### src/rtl/cabpu_pkg.sv
`default_nettype none
// ----------------------------------------------------------------------------
// cabpu_pkg
// Types and constants shared by the clipped alpha-blend pixel unit.
// ----------------------------------------------------------------------------
package cabpu_pkg;

	localparam int MAX_WIDTH_DEF  = 256;
	localparam int MAX_HEIGHT_DEF = 256;

	localparam int CFG_IDX_W = 4;

	localparam logic [CFG_IDX_W-1:0] REG_OFFSET_X      = 4'd0;
	localparam logic [CFG_IDX_W-1:0] REG_OFFSET_Y      = 4'd1;
	localparam logic [CFG_IDX_W-1:0] REG_CLIP_X        = 4'd2;
	localparam logic [CFG_IDX_W-1:0] REG_CLIP_Y        = 4'd3;
	localparam logic [CFG_IDX_W-1:0] REG_CLIP_W        = 4'd4;
	localparam logic [CFG_IDX_W-1:0] REG_CLIP_H        = 4'd5;
	localparam logic [CFG_IDX_W-1:0] REG_CANVAS_WIDTH  = 4'd6;
	localparam logic [CFG_IDX_W-1:0] REG_CANVAS_HEIGHT = 4'd7;

	localparam logic [14:0] CLIP_W_RST        = 15'd256;
	localparam logic [14:0] CLIP_H_RST        = 15'd256;
	localparam logic [8:0]  CANVAS_WIDTH_RST  = 9'd256;
	localparam logic [8:0]  CANVAS_HEIGHT_RST = 9'd256;

	localparam logic [31:0] OUTSIDE_PIXEL = 32'hFF00_0000;
	localparam logic [7:0]  FULL_ALPHA    = 8'hFF;

	localparam logic FUNC_SET = 1'b0;
	localparam logic FUNC_GET = 1'b1;

	typedef struct packed {
		logic        func;
		logic [15:0] x;
		logic [15:0] y;
		logic [31:0] color;
	} in_t;

	typedef struct packed {
		logic [31:0] read_pixel;
		logic        wrote;
	} out_t;

	typedef struct packed {
		logic [15:0] offset_x;
		logic [15:0] offset_y;
		logic [15:0] clip_x;
		logic [15:0] clip_y;
		logic [14:0] clip_w;
		logic [14:0] clip_h;
		logic [8:0]  canvas_width;
		logic [8:0]  canvas_height;
	} cfg_t;

	typedef enum logic [2:0] {
		ST_CLEAR,
		ST_IDLE,
		ST_ADDR,
		ST_MUL,
		ST_WR
	} state_t;

endpackage
`default_nettype wire

### src/rtl/cabpu_cfg.sv
`default_nettype none
// ----------------------------------------------------------------------------
// cabpu_cfg
// Configuration register file: offset, clip rectangle and canvas size.
// ----------------------------------------------------------------------------
module cabpu_cfg (
	input  wire logic                           clk,
	input  wire logic                           arst_n,
	input  wire logic                           wr_en,
	input  wire logic [cabpu_pkg::CFG_IDX_W-1:0] wr_index,
	input  wire logic [15:0]                    wr_data,
	output      cabpu_pkg::cfg_t                cfg
);

	cabpu_pkg::cfg_t cfg_q;

	always_ff @(posedge clk or negedge arst_n) begin
		if (!arst_n) begin
			cfg_q.offset_x      <= '0;
			cfg_q.offset_y      <= '0;
			cfg_q.clip_x        <= '0;
			cfg_q.clip_y        <= '0;
			cfg_q.clip_w        <= cabpu_pkg::CLIP_W_RST;
			cfg_q.clip_h        <= cabpu_pkg::CLIP_H_RST;
			cfg_q.canvas_width  <= cabpu_pkg::CANVAS_WIDTH_RST;
			cfg_q.canvas_height <= cabpu_pkg::CANVAS_HEIGHT_RST;
		end else if (wr_en) begin
			case (wr_index)
				cabpu_pkg::REG_OFFSET_X:      cfg_q.offset_x      <= wr_data;
				cabpu_pkg::REG_OFFSET_Y:      cfg_q.offset_y      <= wr_data;
				cabpu_pkg::REG_CLIP_X:        cfg_q.clip_x        <= wr_data;
				cabpu_pkg::REG_CLIP_Y:        cfg_q.clip_y        <= wr_data;
				cabpu_pkg::REG_CLIP_W:        cfg_q.clip_w        <= wr_data[14:0];
				cabpu_pkg::REG_CLIP_H:        cfg_q.clip_h        <= wr_data[14:0];
				cabpu_pkg::REG_CANVAS_WIDTH:  cfg_q.canvas_width  <= wr_data[8:0];
				cabpu_pkg::REG_CANVAS_HEIGHT: cfg_q.canvas_height <= wr_data[8:0];
				default: ;
			endcase
		end
	end

	assign cfg = cfg_q;

endmodule
`default_nettype wire

### config.mk
export PLATFORM = sky130hd
export DESIGN_NAME = cabpu_cfg
export DESIGN_NICKNAME = d
export VERILOG_FILES = /design/src/rtl/cabpu_pkg.sv /design/src/rtl/cabpu_cfg.sv
export SDC_FILE = /design/constraint.sdc
export NUM_CORES = 1
export LEC_CHECK = 0
export BUFFER_PORTS_ARGS = -buffer_cell sky130_fd_sc_hd__buf_2
export CAP_MARGIN = 20
export CORE_ASPECT_RATIO = 1.4
export CORE_MARGIN = 4
export CORE_UTILIZATION = 46
export DETAILED_ROUTE_END_ITERATION = 7
export PLACE_DENSITY = 0.76
export SLEW_MARGIN = 40
export SYNTH_ARGS = -nofsm -noshare
export SYNTH_HDL_FRONTEND = slang
export SYNTH_SLANG_ARGS = --single-unit
### constraint.sdc
create_clock -name clk -period 0.8 [get_ports clk]
set_input_delay 0.04 -clock clk [delete_from_list [all_inputs] [get_ports clk]]
set_output_delay 0.04 -clock clk [all_outputs]
set_load 0.01 [all_outputs]
* After elaboration in Yosys (flattened, before gate mapping)
Index checks and enable logic that the tools add are counted.
** Storage, ports and cells
- Bits in registers :: 112
- Bits in latches :: 0
- Memory bits (read-only) :: 0
- Memories kept :: 0
- Output and inout port bits :: 112
- RAM bits :: 0
- Logic and storage cells :: 24
** Operators by class
- Magnitude comparators :: 0
- Multipliers :: 0
- Eq/ne operators :: 7
- Reduce and logical (&&, ||, !) cells :: 9
- Divide/modulo/power cells :: 0
- Bitwise logic cells :: 0
- $add $sub $neg :: 0
- Mux-type cells :: 0
- Shift operators :: 0
** Operators by type and width (count)
- $eq 4x3->1 const B :: 4
- $reduce_and 2->1 :: 8
- $eq 4x2->1 const B :: 2
- $eq 4x1->1 const B :: 1
- $logic_not 4->1 :: 1

* Longest topological paths before layout
- Depth in word-level cells :: 2
- Depth in mapped cells :: 6

* Worst setup path before layout
Ideal clock, no wire load.
- Path type :: input to register
- Start point :: input port wr_index[3] in the netlist's numbering
- End point :: register cfg_q, in the netlist cfg[53]
- Setup slack :: -403 ps
- Required time :: 675 ps
- Setup time :: 125 ps
- Arrival :: 1078 ps
- Cell stages on the path :: 5
- Cell sequence :: nor3b_4 -> and3_2 -> buf_6 -> buf_6 -> mux2_2
** On the way
- Cells in the longest elaborated chain, start to end :: 2
** Ends and longest elaborated chain
- start, declared :: RTL line cabpu_cfg.sv:10 : input wire logic [cabpu_pkg::CFG_IDX_W-1:0] wr_index,
- $eq 4x2->1 :: RTL line cabpu_cfg.sv:28 : case (wr_index)
- $reduce_and 2->1 (no source line)
- end, declared :: RTL line cabpu_cfg.sv:15 : cabpu_pkg::cfg_t cfg_q;
No other way between the ends.
A chain may end at the register's enable or synchronous reset.

* Final worst setup path
- Start point :: register cfg_q, in the netlist cfg[17]
- End point :: output port cfg[17] in the netlist's numbering
** RTL lines
- end, declared :: RTL line cabpu_cfg.sv:12 : output cabpu_pkg::cfg_t cfg
No word-level cell between the ends.

==> qor.yml <==
worst_setup_path:
  critical_path_arrival_ns: 0.98
  crit_required_ns: 0.76
  r2r_cells: 3
  start_kind: "flip-flop"
  startpoint: "cfg[17]"
  cp_max_fo: 2
  cp-endpoint: "cfg[17]"
  worstPathCellList: "buf_6"
  cp_num_buf_inv: 1
  critPathKind: "flip-flop to primary output"
  cp.depth: 1
  worstReg2RegStart: "cfg[26]"
  r2r_end: "cfg[26]"
  slowest_delay_ns: 0.55
  rrSetupSlack_ns: -0.14
  cp-end-kind: "primary output"
  cp_slowest_cell: "dfstp_2"
  crit_family: "flip-flops"
finish:
  largest_reg_flops: 112
  area_delta_synth_final_pct: 56.6
  fin_nets: 480
  layout-drive-gt1-share_pct: 76.0
  final_common_cell: "dfrtp_1"
  mostFrequentLayoutCells: "108 x dfrtp_1, 95 x buf_2, 63 x mux2_4, 63 x buf_6, 49 x mux2_2"
  antenna_cells: 0
timing:
  layout_min_cycle_time_ns: 1.02
  fmax_mhz: 976
  fin_ws_ns: -0.224
  fin_crit_sh_pct: 128
  rsz0062_at_grt: "yes"
  finalSetupViolations: 209
  maxSlewViolCount: 0
  fin_skew_ns: 0
  worstMarginPinSlew_ns: 0.307
  finalHoldViolCount: 0
  fin_setup_tns_ns: -19.39
  slew_headroom_pct: 79.5
floorplanning:
  dieWidth_um: 89.5
  start_util_pct: 47.3
  die_h_um: 122
  num_rows: 41
  ios: 135
  core_area_mm2: 0.00903
  die_area_mm2: 0.0109
power_and_ir_drop:
  internal_power_mw: 13.2
  seq_power_share_pct: 43.4
  clkPwrFrac_pct: 24.6
  p_leak_nw: 3.41
  ir_drop_uv: 2240
  switchingPower_mw: 4.89
  switching_share_pct: 27.0
  pwr_density_cell_mw_per_mm2: 2700
  comb_power_share_pct: 32.0
placed_design:
  routabilityCongestion: 0.709
  hpwl_um: 7210
  dp_slack_ns: -0.445
  port-buffer-count: 134
routing:
  drt_iter0_drc: 72
  vias: 2881
  drtAntennaViolNets: 0
  wl_per_cell_um: 20.0
  dr.pass1.iters: 4
  wirelength_um: 11400
  routed_via_density: 5.06
  drc: 0
outcome:
  status: "finished, violations left"
  violations: "negative setup slack"
grt:
  antenna_found_initial: 0
  overflow: 0
  grt_max_degree: 49
  gr-usage-all-layers_pct: 21.2
  grt_pass1_wl_um: 17000
  grt_pass1_vias: 3061
yosys:
  yosys-top-cells-area: "dfrtp_1 63%, mux2_2 30%, dfstp_2 2.5%, buf_6 1.3%, nor3b_4 0.88%"
  synth-seq-cells: 112
  yosys_warnings: 0
  synth_top_cell_by_area: "dfrtp_1"
  synth_seq_area_share_pct: 65.7
  syn_nets: 269
  syn_area_mm2: 0.00427
  avgSynthCellArea_um2: 17.4
  syn_inst: 246
  synth_top_area_share_pct: 63.2
  synth.distinct_cells: 17
clock_tree:
  clock-root-buffer: "clkbuf_16"
  numCtsBuffers: 9
  clkTransAtPathRegs_ns: 0.07
  clk_path_buf_depth: 2
  insertion_delay_ns: 0.34
  cts.sinks: 112
  tritoncts: "yes"
  cts_max_level: 3
job:
  maxCapViolCount: 0
worst_hold_path:
  worstHoldPathType: "input pin to flip-flop"
## worst min path at each step
stage                            from       to  slack, ns  cells past startpoint
final                     wr_data[11]  cfg[75]       0.02                      2
after global routing      wr_data[15]  cfg[95]       0.01                      2
after CTS                 wr_data[10]  cfg[28]      0.001                      2
after detailed placement       arst_n   cfg[2]      -0.14                      1
after global placement         arst_n   cfg[2]      -0.14                      1
after floorplan                arst_n   cfg[0]      -0.26                      0
## power by group through the flow
stage / clock network [mW] / registers [mW] / logic, mW
floorplan: 0 / 8.38 / 1.44
CTS: 4.54 / 7.72 / 5.14
finish: 4.44 / 7.85 / 5.78
global placement: 0 / 7.75 / 3.94
global route: 4.80 / 7.99 / 6.19
detailed placement: 0 / 7.80 / 4.04
## layer usage
metal  up-vias  global-route usage, %  routed length (um)  share of wire [%]
met5         -                      0                   0                  0
met4         0                   6.89                 179                1.6
met3        13                   4.60                 697                6.1
met2       102                   34.7                5820                 51
met1      1470                   28.0                4670                 41
li1       1296                      -                   -                  -
## cells by family (layout without fill, tap and decap cells)
group                  count (synthesis)  count (layout)  share of synthesized area, %
muxes                                112             112                          29.5
and+or+nand+nor                       12              12                          2.84
DFF                                  112             112                          65.7
buffers and inverters                 10             226                          1.96
## cells in the mapped netlist
master and instances:
nand2_1 1, nor3b_1 1, nand2b_1 1, buf_4 1, buf_6 5, buf_2 3, dfrtp_1 108, dfstp_2 4
nor2_1 1, and3_2 1, nand3b_2 2, nand3b_4 1, mux2_2 112, nor3b_4 2, nor2_2 1, nand2_2 1
clkbuf_2 1
## timing repair
item                                    4_1_cts  5_1_grt
pin swaps                                     2        4
hold endpoints to repair                    113        0
endpoints found under the setup margin      206      212
cloned                                        3        1
buffers inserted                             35       16
hold buffers                                  2        0
resized for setup                            70       53
## cell type report
class | instances | area, um2
Sequential cell | 112 | 2810
Fill cell | 530 | 2340
Timing Repair Buffer | 210 | 1760
Multi-Input combinational cell | 124 | 1690
Clock buffer | 11 | 243
Tap cell | 107 | 134
Clock inverter | 5 | 56.3
## stage by stage
stage          area [um2]  hold slack, ns  utilization (%)  cells  power [mW]
6_report             6690          0.0179             74.1    569        18.1
5_1_grt              6690          0.0112             74.1    569        19.0
4_1_cts              6320         0.00108             70.0    553        17.4
3_5_place_dp         5350          -0.139             59.3    497        11.8
3_3_place_gp         5350          -0.139             59.3    497        11.7
2_1_floorplan        4450          -0.256                -    246        9.82
(Power assumes the default switching activity.)
