$ cat src/rtl/cabpu_pkg.sv
`default_nettype none
// ----------------------------------------------------------------------------
// cabpu_pkg
// Types and constants shared by the clipped alpha-blend pixel unit.
// ----------------------------------------------------------------------------
package cabpu_pkg;

	localparam int MAX_WIDTH_DEF  = 256;
	localparam int MAX_HEIGHT_DEF = 256;

	localparam int CFG_IDX_W = 4;

	localparam logic [CFG_IDX_W-1:0] REG_OFFSET_X      = 4'd0;
	localparam logic [CFG_IDX_W-1:0] REG_OFFSET_Y      = 4'd1;
	localparam logic [CFG_IDX_W-1:0] REG_CLIP_X        = 4'd2;
	localparam logic [CFG_IDX_W-1:0] REG_CLIP_Y        = 4'd3;
	localparam logic [CFG_IDX_W-1:0] REG_CLIP_W        = 4'd4;
	localparam logic [CFG_IDX_W-1:0] REG_CLIP_H        = 4'd5;
	localparam logic [CFG_IDX_W-1:0] REG_CANVAS_WIDTH  = 4'd6;
	localparam logic [CFG_IDX_W-1:0] REG_CANVAS_HEIGHT = 4'd7;

	localparam logic [14:0] CLIP_W_RST        = 15'd256;
	localparam logic [14:0] CLIP_H_RST        = 15'd256;
	localparam logic [8:0]  CANVAS_WIDTH_RST  = 9'd256;
	localparam logic [8:0]  CANVAS_HEIGHT_RST = 9'd256;

	localparam logic [31:0] OUTSIDE_PIXEL = 32'hFF00_0000;
	localparam logic [7:0]  FULL_ALPHA    = 8'hFF;

	localparam logic FUNC_SET = 1'b0;
	localparam logic FUNC_GET = 1'b1;

	typedef struct packed {
		logic        func;
		logic [15:0] x;
		logic [15:0] y;
		logic [31:0] color;
	} in_t;

	typedef struct packed {
		logic [31:0] read_pixel;
		logic        wrote;
	} out_t;

	typedef struct packed {
		logic [15:0] offset_x;
		logic [15:0] offset_y;
		logic [15:0] clip_x;
		logic [15:0] clip_y;
		logic [14:0] clip_w;
		logic [14:0] clip_h;
		logic [8:0]  canvas_width;
		logic [8:0]  canvas_height;
	} cfg_t;

	typedef enum logic [2:0] {
		ST_CLEAR,
		ST_IDLE,
		ST_ADDR,
		ST_MUL,
		ST_WR
	} state_t;

endpackage
`default_nettype wire

$ cat src/rtl/cabpu_mix.sv
`default_nettype none
// ----------------------------------------------------------------------------
// cabpu_mix
// Per-channel alpha blend: registered products, then exact divide by 255.
// ----------------------------------------------------------------------------
module cabpu_mix (
	input  wire logic        clk,
	input  wire logic        en,
	input  wire logic [31:0] old_pixel,
	input  wire logic [31:0] color,
	output      logic [31:0] blended
);

	logic [15:0] sum_s1 [3];
	logic [7:0]  chan   [3];
	logic [7:0]  alpha;
	logic [7:0]  inv_alpha;

	assign alpha     = color[31:24];
	assign inv_alpha = cabpu_pkg::FULL_ALPHA - alpha;

	always_ff @(posedge clk) begin
		if (en) begin
			for (int c = 0; c < 3; c++) begin
				sum_s1[c] <= 16'(old_pixel[8*c +: 8] * inv_alpha) + 16'(color[8*c +: 8] * alpha);
			end
		end
	end

	// v / 255 == (v + 1 + (v >> 8)) >> 8 for v below 65535
	always_comb begin
		logic [16:0] t;
		t = '0;
		for (int c = 0; c < 3; c++) begin
			t       = {1'b0, sum_s1[c]} + 17'd1 + {9'b0, sum_s1[c][15:8]};
			chan[c] = t[15:8];
		end
	end

	assign blended = {cabpu_pkg::FULL_ALPHA, chan[2], chan[1], chan[0]};

endmodule
`default_nettype wire

$ cat config.mk
export PLATFORM = sky130hd
export DESIGN_NAME = cabpu_mix
export DESIGN_NICKNAME = d
export VERILOG_FILES = /design/src/rtl/cabpu_pkg.sv /design/src/rtl/cabpu_mix.sv
export SDC_FILE = /design/constraint.sdc
export NUM_CORES = 1
export LEC_CHECK = 0
export BUFFER_PORTS_ARGS = -buffer_cell sky130_fd_sc_hd__clkbuf_2
export CAP_MARGIN = 20
export CORE_MARGIN = 10
export CORE_UTILIZATION = 50
export DETAILED_ROUTE_END_ITERATION = 10
export PLACE_DENSITY = 0.68
export SYNTH_ARGS = -nofsm -noshare
export SYNTH_HDL_FRONTEND = slang
export SYNTH_SLANG_ARGS = --single-unit
$ cat constraint.sdc
create_clock -name clk -period 11 [get_ports clk]
set_clock_uncertainty 0.2 [all_clocks]
set_input_delay 1.1 -clock clk [delete_from_list [all_inputs] [get_ports clk]]
set_output_delay 1.1 -clock clk [all_outputs]
set_load 0.01 [all_outputs]
# Yosys cells after proc, flatten, opt, wreduce, memory -nomap -nowiden
# Memory sizes are Yosys's and may differ from the RTL's.
# Cells that the tools add are included.
[word_totals]
register_bits = 0
ramBits = 48
inputBits = 66
output_inout_bits = 32
wordCells = 19
memories = 1
[op_classes]
add_sub_neg = 10
mul = 6
muxes = 2
[mem_list]
columns = ["name", "words", "width", "read_ports", "rd_ports_with_merged_regs", "wr", "line_no", "text"]
rows = [
  ["sum_s1", 3, 16, 3, 0, 3, "cabpu_mix.sv:14", "logic [15:0] sum_s1 [3];"],
]
[op_table]
columns = ["operator", "n"]
rows = [
  ["multiplier 8 x 8 -> 16 bit", 6],
  ["adder 16 x 1 -> 16 bit (second input constant)", 3],
  ["adder 16 bit", 3],
  ["adder 16 x 8 -> 16 bit", 3],
  ["subtractor 8 bit (first input constant)", 1],
  ["two-way mux 1 bit", 2],
]

# Logic depth before layout (Yosys ltp)
# Gate-level depths: netlist (run 1).
[depth]
depth_word = 3
ltp_mapped = 22
depth_no_buf = 20

# Worst setup path after synthesis (run 1)
# Ideal clock, no wire load.
[synth_path]
path_type = "input port to flip-flop"
from = "input color[26]"
to = "memory sum_s1[2][13], in the netlist sum_s1[0][45] (data pin)"
setup_time_ps = 258
arrival_time_ps = 5945
t_required_ps = 10542
setup_slack_ps = 4597
path_stages = 20
n_path_buf = 2
path_cell_list = "clkbuf_1 clkbuf_1 and2_1 fa_1 inv_1 fa_1 inv_1 fa_1 fa_1 fa_1 inv_1 fa_1 inv_1 ha_1 a211oi_1 o211ai_1 a21boi_0 o21bai_1 a21oi_1 xnor2_1"
[synth_lines]
columns = ["item", "line_no", "text"]
rows = [
  ["start: declaration", "cabpu_mix.sv:10", "input wire logic [31:0] color,"],
  ["end: declaration", "cabpu_mix.sv:14", ""],
]

==> impl_metrics.py, run 1 <==
metrics = {
    "status": {
        "status": "finished, final reports clean",
    },
    "timing": {
        "timing.final.crit_period_ns": 6.69,
        "fin_setup_tns_ns": 0,
        "max_freq_mhz": 150,
        "worst_slew_pin_slew_ns": 0.670,
        "grt_setup_unrepaired": "false",
        "setup_violations": 0,
        "slew_headroom_pct": 55.4,
        "fin_crit_sh_pct": 60.8,
        "slew_violations": 0,
        "hold_violations": 0,
    },
    "logic_synthesis": {
        "synthFlopType": "edfxtp_1",
        "yosysSeqAreaShare_pct": 9.26,
        "ys_ff_latch": 48,
        "synthCells": 1650,
        "synth_area_per_cell_sq_um": 9.43,
        "ys_types": 44,
        "yosysTopAreaCell": "fa_1",
        "synth_warnings": 0,
        "synth_top_area_share_pct": 37.1,
        "syn_area_sq_um": 15600,
        "synth_edf_count": 48,
        "async_flop_share_pct": 0,
        "synth_area_leaders": "fa_1, ha_1, inv_1",
    },
    "detailed_routing": {
        "postRouteAntennaNets": 0,
        "drc": 0,
        "wl_per_cell_um": 15.3,
        "vias": 10749,
        "drtIter0Drc": 428,
        "dr.pass1.iters": 4,
        "drt_wl_total_mm": 32.2,
        "viasPerCell": 5.11,
    },
    "grt": {
        "grt_max_degree": 49,
        "grt_pass1_vias": 11738,
        "grt.busiest_layer": "met2",
        "grt_usage_pct": 17.7,
        "antenna_found_initial": 0,
        "gr-total-overflow": 0,
        "use_met3_pct": 1.65,
        "grtUsageMet2_pct": 31.3,
        "grt_pass1_wl_mm": 56.8,
        "gr-usage-met1_pct": 23.1,
    },
    "power": {
        "ir_worst_vdd_mv": 0.243,
        "intPower_w": 0.00259,
        "p_comb_share_pct": 84.5,
        "seqPwrFrac_pct": 11.5,
        "swShare_pct": 49.9,
        "p_per_area_nw_per_um2": 313,
        "switchingPower_w": 0.00258,
        "clkPwrFrac_pct": 4.0,
        "p_leak_nw": 8.53,
    },
    "final_layout": {
        "multiInputGateArea_sq_um": 12400,
        "mostFrequentLayoutCell": "inv_1",
        "fillers": 2759,
        "fin_nets": 2267,
        "areaGrowthSynthToFinish_pct": 6.29,
        "drive_gt1_share_pct": 6.27,
        "stdcell_count": 2103,
        "largest_reg_flops": 48,
        "area.sequential_sq_um": 1440,
        "antenna_cells": 0,
        "regMostFlops": "sum_s1",
        "largestRegisters": "sum_s1: 48 flops",
        "most-common-layout-cells": "inv_1, fa_1, ha_1, and2_1, nor2b_1",
    },
    "setup_path": {
        "cp-end-kind": "flip-flop",
        "critPathRequiredTime_ns": 10.85,
        "worst_path_max_delay_cell": "fa_1",
        "crit_top_cell": "fa_1",
        "cp_max_fo": 48,
        "crit_path_cell_trace": "clkbuf_2, buf_4, nor2b_1, fa_1, inv_1, fa_1, inv_1, fa_1, fa_1, fa_1, inv_1, fa_1, inv_1, ha_1, a211o_1, a211oi_1, o21ai_0, a31oi_1, xnor2_1",
        "arrival_ns": 6.53,
        "worst_path_largest_cell_delay_ns": 0.56,
        "start_kind": "input pin",
        "worstSetupPathType": "input pin to flip-flop",
    },
    "floorplanning": {
        "die-area_sq_um": 38600,
        "die_h_um": 196,
        "core-area_sq_um": 30700,
        "die_w_um": 196,
        "pin_count": 98,
        "row_count": 64,
        "start_util_pct": 50.7,
    },
    "cts": {
        "hold_buffers": 0,
        "cts_root_buf": "clkbuf_16",
        "clk_pin_slew_ns": 0.06,
        "cts_sinks": 48,
        "cts_tree": "built",
        "clockBufferDepth": 2,
        "numCtsBuffers": 5,
        "htreeDepth": 2,
        "cts_setup_buffers": 0,
        "post_cts_resized": 0,
    },
    "worst_hold_path": {
        "min_from": "color[16]",
        "hp-class": "input pin to flip-flop",
        "holdPathEnd": "sum_s1[0][32]",
        "hold_depth": 2,
    },
    "placed_design": {
        "dp.cells": 2095,
        "hpwl_mm": 26.2,
        "gp_congestion": 0.847,
        "io_buffers": 81,
    },
    "flow_run": {
        "max-cap-violations": 0,
    },
}
## routing by layer
layer,part of all wire (%),wire length (um)
met5,0,0
met4,1.3,413
met3,3.7,1180
met2,51,16300
met1,44,14300
## Yosys cell counts (all sizes together) (8+ instances only)
cell,n
inv,417
fa,288
ha,207
and2,135
nor2b,112
nand2b,83
nand2,78
xnor2,51
edfxtp,48
clkbuf,42
a21oi,33
o21ai,23
xor2,17
nand3,16
a21o,13
a211oi,11
nor2,10
buf,8
## worst max path at each step
stage | start | endpoint | slack [ns] | cells after the start
global route | color[28] | sum_s1[0][15] | 4.03 | 20
floorplan | color[26] | sum_s1[0][45] | 4.60 | 20
global placement | color[28] | sum_s1[0][45] | 4.07 | 20
detailed placement | color[28] | sum_s1[0][15] | 4.02 | 20
finish | color[28] | sum_s1[0][31] | 4.31 | 19
CTS | color[28] | sum_s1[0][45] | 4.35 | 20
## power by group through the flow
stage	Clock, W	Sequential, W	Combinational, W
6_report	0.000205	0.000598	0.00437
5_1_grt	0.000217	0.000610	0.00507
4_1_cts	0.000210	0.000599	0.00442
3_5_place_dp	0	0.000603	0.00438
3_3_place_gp	0	0.000602	0.00427
2_1_floorplan	0	0.000573	0.00344
## worst max-delay path, delay by kind of cell
| kind | cells | cell delay [ns] |
|---|---|---|
| adder cells (fa/ha/maj) | 7 | 3.32 |
| AO/OA/AOI/OAI | 4 | 1.06 |
| buffers and inverters | 6 | 0.72 |
| AND/OR/NAND/NOR | 1 | 0.14 |
| XOR/XNOR | 1 | 0.12 |
## area by class of cell
cell class	count	area share, %
well taps	396	3.00
clock buffers	5	0.757
inverters	417	9.47
clock inverters	3	0.416
repair buffers	90	2.86
multi-input cells	1144	74.8
flip-flops and latches	48	8.72
## per-stage QoR
step                hold slack, ns  power (W)  area, sq um  util, %  setup WS, ns
global route                  1.08    0.00590        16500     53.9          4.03
floorplan                     1.01    0.00402        15600        -          4.60
CTS                           1.04    0.00523        16500     53.9          4.35
finish                        1.04    0.00518        16500     53.9          4.31
global placement              1.36    0.00487        16300     53.3          4.07
detailed placement            1.36    0.00498        16300     53.3          4.02
## logic make-up after synthesis
logic type	share of synthesized area, %
other	0.0483
adder cells (fa/ha/maj)	53.7
XOR/XNOR	3.83
flip-flops	9.26
buffers and inverters	11.5
multiplexers	0.281
AND/OR/NAND/NOR	16.8
AO/OA/AOI/OAI	4.61
(Power assumes the default switching activity.)
==> run 2, diff against run 1 <==
ABC_AREA = 1   (was not set)
PLACE_DENSITY = 0.7   (was 0.68)
clock period = 6 ns   (was 11 ns; I/O delays follow)
==> run 2 against run 1 <==
Compared with the run above: sequential cell count did not move; global-route usage rose by 2.2 points; synthesized area increased by 9.9%; first-iteration DRC count increased by 110%; synthesized cell count is 43% higher; highest routed layer unchanged; worst setup slack got worse by 3.9 ns; routed wire length is 24% higher; non-clock buffer count rose by 13; die area grew 8.8%.
==> impl_metrics.py, run 2 <==
metrics = {
    "setup_path": {
        "worstSetupPathType": "input pin to flip-flop",
        "cp_max_fo": 6,
        "arrival_ns": 5.41,
        "crit_path_cell_trace": "clkbuf_2, inv_1, nand2_1, fa_1, fa_1, fa_1, inv_1, fa_1, fa_1, inv_1, fa_1, inv_1, ha_1, nand2_1, inv_1, nand2_1, nor3_1, nand2_1, nand3_1, nand2_1",
        "critPathRequiredTime_ns": 5.87,
        "start_kind": "input pin",
        "worst_path_max_delay_cell": "fa_1",
        "critPathBufInv": 6,
        "worst_path_largest_cell_delay_ns": 0.58,
        "crit_top_cell": "fa_1",
        "crit_family": "adder cells",
        "cp-end-kind": "flip-flop",
    },
    "cts": {
        "hold_buffers": 0,
        "cts_sinks": 48,
        "cts_tree": "built",
        "cts_setup_buffers": 0,
        "numCtsBuffers": 5,
        "cts_root_buf": "clkbuf_16",
        "htreeDepth": 2,
        "clockBufferDepth": 2,
        "clk_pin_slew_ns": 0.08,
        "post_cts_resized": 0,
    },
    "final_layout": {
        "mostFrequentLayoutCell": "inv_1",
        "regMostFlops": "sum_s1",
        "most-common-layout-cells": "inv_1, nand2_1, fa_1, ha_1, nor2_1",
        "fin_nets": 2975,
        "areaGrowthSynthToFinish_pct": 6.27,
        "fin_util_pct": 54.0,
        "largest_reg_flops": 48,
        "largestRegisters": "sum_s1: 48 flops",
        "drive_gt1_share_pct": 4.64,
    },
    "logic_synthesis": {
        "async_flop_share_pct": 0,
        "syn_area_sq_um": 17100,
        "yosysSeqAreaShare_pct": 8.43,
        "ys_types": 27,
        "synth_edf_count": 48,
        "ys_ff_latch": 48,
        "synth_area_per_cell_sq_um": 7.22,
        "synth_top_area_share_pct": 33.7,
        "synth.most_common_cell": "inv_1",
        "synth_area_leaders": "fa_1, inv_1, ha_1",
        "synthFlopType": "edfxtp_1",
        "synthCells": 2366,
        "synth_warnings": 0,
        "yosys-top-cells-count": "inv_1, nand2_1, fa_1, ha_1, nor2_1",
        "yosysTopAreaCell": "fa_1",
    },
    "grt": {
        "gr-usage-met1_pct": 25.3,
        "grt_usage_pct": 20.0,
        "grtUsageMet2_pct": 35.6,
        "grt.busiest_layer": "met2",
        "grt_pass1_wl_mm": 68.4,
        "grt_pass1_vias": 14514,
        "grt_max_degree": 49,
        "gr-total-overflow": 0,
        "antenna_found_initial": 2,
        "use_met3_pct": 1.75,
    },
    "detailed_routing": {
        "postRouteAntennaNets": 0,
        "viasPerCell": 4.88,
        "drc": 0,
        "vias": 13992,
        "drtIter0Drc": 900,
        "dr.pass1.iters": 5,
        "drt_wl_total_mm": 39.8,
        "wl_per_cell_um": 13.9,
    },
    "timing": {
        "setup_violations": 0,
        "fin_setup_tns_ns": 0,
        "slew_headroom_pct": 54.7,
        "hold_violations": 0,
        "worst_slew_pin_slew_ns": 0.679,
        "timing.final.crit_period_ns": 5.55,
        "grt_setup_unrepaired": "false",
        "fin_crit_sh_pct": 92.4,
        "max_freq_mhz": 180,
        "slew_violations": 0,
    },
    "placed_design": {
        "hpwl_mm": 33.9,
        "io_buffers": 81,
        "gp_congestion": 0.912,
    },
    "status": {
        "status": "finished, final reports clean",
    },
    "flow_run": {
        "max-cap-violations": 0,
    },
    "floorplanning": {
        "row_count": 67,
        "core-area_sq_um": 33600,
        "pin_count": 98,
        "die-area_sq_um": 42000,
        "die_w_um": 205,
        "start_util_pct": 50.8,
        "die_h_um": 205,
    },
    "worst_hold_path": {
        "hp-class": "input pin to flip-flop",
    },
}
## run 2: changes by cell type after synthesis, sizes merged, moves of 10 or more
cell / previous run / this run
xnor2: 51 / 10
nand3: 16 / 72
nand2: 78 / 636
buf: 8 / 23
nand2b: 83 / 0
nor2: 10 / 186
nor2b: 112 / 0
inv: 417 / 736
o21ai: 23 / 9
and2: 135 / 8
a211oi: 11 / 0
a21o: 13 / 3
## run 2: kinds of logic after synthesis
logic type,Yosys count,synth area share (%)
AO/OA/AOI/OAI,52,1.67
XOR/XNOR,24,1.23
adder cells (fa/ha/maj),495,48.9
buffers and inverters,810,18.1
flip-flops,48,8.43
other,2,0.0439
AND/OR/NAND/NOR,935,21.7
## run 2: stage by stage
stage	area (sq um)	hold WS [ns]	setup WS (ns)	cells
final	18200	0.534	0.453	2865
after global routing	18200	0.575	0.213	2865
after CTS	18200	0.523	0.475	2863
after detailed placement	18000	0.863	0.161	2855
after global placement	18000	0.864	0.225	2855
after floorplan	17100	0.512	0.409	2375
## run 2: metal layers
metal	part of all wire, %	vias up
li1	-	6819
met1	43	6744
met2	50	369
met3	5.0	60
met4	2.3	0
met5	0	-
## run 2: worst paths after layout
| path | startpoint | end | cells past startpoint |
|---|---|---|---|
| max | color[28] | sum_s1[0][15] | 20 |
| min | color[0] | sum_s1[0][0] | 3 |
## run 2: cell type report
cell class	instances	area, sq um
sequential	48	1440
antenna	2	5.00
inverter	739	2770
fill	3269	15500
timing repair buffer	103	646
multi-input combinational	1517	12600
tap	448	561
clock inverter	3	17.5
clock buffer	5	125
Power of run 2 is not shown: default switching activity piles up to over one toggle a cycle in this logic, so the estimate is an artifact.
==> run 3, diff against run 2 <==
CORE_UTILIZATION = 40   (was 50)
PLACE_DENSITY = not set   (was 0.7)
==> run 3 against run 2 <==
Compared with the run above: global-route usage is 3.3 points lower; hold slack better by 0.0012 ns; sequential cell count stayed put; via count is 2.1% lower; fmax is 1.3% higher; die area is 22% higher; cell area is 0.97% higher; first-iteration DRC count is 23% lower; routed wire length is 1.6% higher; core utilization is 11 points lower; largest cell class unchanged; highest routed layer is now met5.
==> impl_metrics.py, run 3 (synthesized netlist as in run 2, its figures left out) <==
metrics = {
    "placed_design": {
        "hpwl_mm": 35.0,
        "io_buffers": 81,
        "gp_congestion": 0.868,
    },
    "floorplanning": {
        "die-area_sq_um": 51400,
        "die_w_um": 227,
        "die_h_um": 227,
        "row_count": 75,
        "core-area_sq_um": 42100,
        "start_util_pct": 40.6,
        "pin_count": 98,
    },
    "timing": {
        "slew_violations": 0,
        "fin_crit_sh_pct": 91.3,
        "setup_violations": 0,
        "timing.final.crit_period_ns": 5.48,
        "max_freq_mhz": 183,
        "slew_headroom_pct": 53.3,
        "worst_slew_pin_slew_ns": 0.701,
        "hold_violations": 0,
        "fin_setup_tns_ns": 0,
        "grt_setup_unrepaired": "false",
    },
    "final_layout": {
        "largest_reg_flops": 48,
        "most-common-layout-cells": "inv_1, nand2_1, fa_1, ha_1, nor2_1",
        "fillers": 4358,
        "largestRegisters": "sum_s1: 48 flops",
        "mostFrequentLayoutCell": "inv_1",
        "areaGrowthSynthToFinish_pct": 7.31,
        "regMostFlops": "sum_s1",
        "fin_nets": 2982,
        "drive_gt1_share_pct": 4.91,
    },
    "status": {
        "status": "finished, final reports clean",
    },
    "detailed_routing": {
        "wl_per_cell_um": 13.7,
        "viasPerCell": 4.63,
        "dr.pass1.iters": 5,
        "drtIter0Drc": 692,
        "vias": 13700,
        "drc": 0,
        "postRouteAntennaNets": 0,
        "drt_wl_total_mm": 40.5,
    },
    "setup_path": {
        "start_kind": "input pin",
        "crit_top_cell": "fa_1",
        "cp_max_fo": 6,
        "crit_path_cell_trace": "clkbuf_2, inv_1, nand2_1, fa_1, fa_1, fa_1, inv_1, fa_1, fa_1, inv_1, fa_1, inv_1, ha_1, nand2_1, inv_1, nand2_1, nor3_1, nand2_1, nand3_1, nand2_1",
        "critPathBufInv": 6,
        "worst_path_max_delay_cell": "fa_1",
        "worstSetupPathType": "input pin to flip-flop",
        "critPathRequiredTime_ns": 5.87,
        "crit_family": "adder cells",
        "cp-end-kind": "flip-flop",
        "worst_path_largest_cell_delay_ns": 0.55,
        "arrival_ns": 5.35,
    },
    "cts": {
        "cts_tree": "built",
        "numCtsBuffers": 5,
        "cts_sinks": 48,
        "post_cts_resized": 0,
        "hold_buffers": 0,
        "htreeDepth": 2,
        "cts_setup_buffers": 0,
        "clk_pin_slew_ns": 0.08,
        "clockBufferDepth": 2,
        "cts_root_buf": "clkbuf_16",
    },
    "grt": {
        "grt_pass1_vias": 14225,
        "antenna_found_initial": 3,
        "grt_pass1_wl_mm": 69.3,
        "grt_usage_pct": 16.6,
        "gr-total-overflow": 0,
        "grt_max_degree": 49,
    },
    "worst_hold_path": {
        "hp-class": "input pin to flip-flop",
    },
    "flow_run": {
        "max-cap-violations": 0,
    },
}
==> run 3: cell types whose count changed in the layout (fill, tap and decap cells not counted), sizes merged <==
cell,previous run,this run
buf,22,29
diode,2,1
==> run 3: area by class of cell <==
cell class                      count  area, sq um  area share (%)
Sequential cell                    48         1440            7.86
Antenna cell                        1         2.50          0.0136
Multi-Input combinational cell   1517        12600            68.7
Clock inverter                      3         17.5          0.0955
Clock buffer                        5          125           0.682
Timing Repair Buffer              110          711            3.88
Inverter                          739         2770            15.1
Tap cell                          539          674            3.68
==> run 3: layer usage <==
layer | share of wire [%] | wire length (um) | GRT usage, % | vias to the layer above
met3 | 5.1 | 2070 | 2.30 | 33
met1 | 45 | 18200 | 21.8 | 6564
met4 | 1.2 | 467 | 3.31 | 4
met2 | 49 | 19700 | 28.7 | 260
met5 | 0.044 | 18 | 0 | -
li1 | - | - | - | 6839
==> run 3: worst min-delay path: stages <==
cell	delay, ns
clkbuf_2	0.20
nand2_1	0.07
o21ai_0	0.08
==> run 3: worst paths after layout <==
path      start       endpoint  slack [ns]  cells past startpoint
max   color[29]  sum_s1[0][15]        0.52                     20
min    color[8]  sum_s1[0][16]        0.54                      3
==> run 3: per-stage QoR <==
stage               area (sq um)  instances  worst slack, ns  util, %  hold slack (ns)
floorplan                  17100       2375            0.409        -            0.512
global placement           18200       2953            0.246     43.2            0.863
detailed placement         18200       2953            0.181     43.2            0.862
CTS                        18300       2961            0.509     43.5            0.532
global route               18300       2961            0.205     43.5            0.573
finish                     18300       2962            0.522     43.5            0.535
Power of run 3 is left out for the same reason.
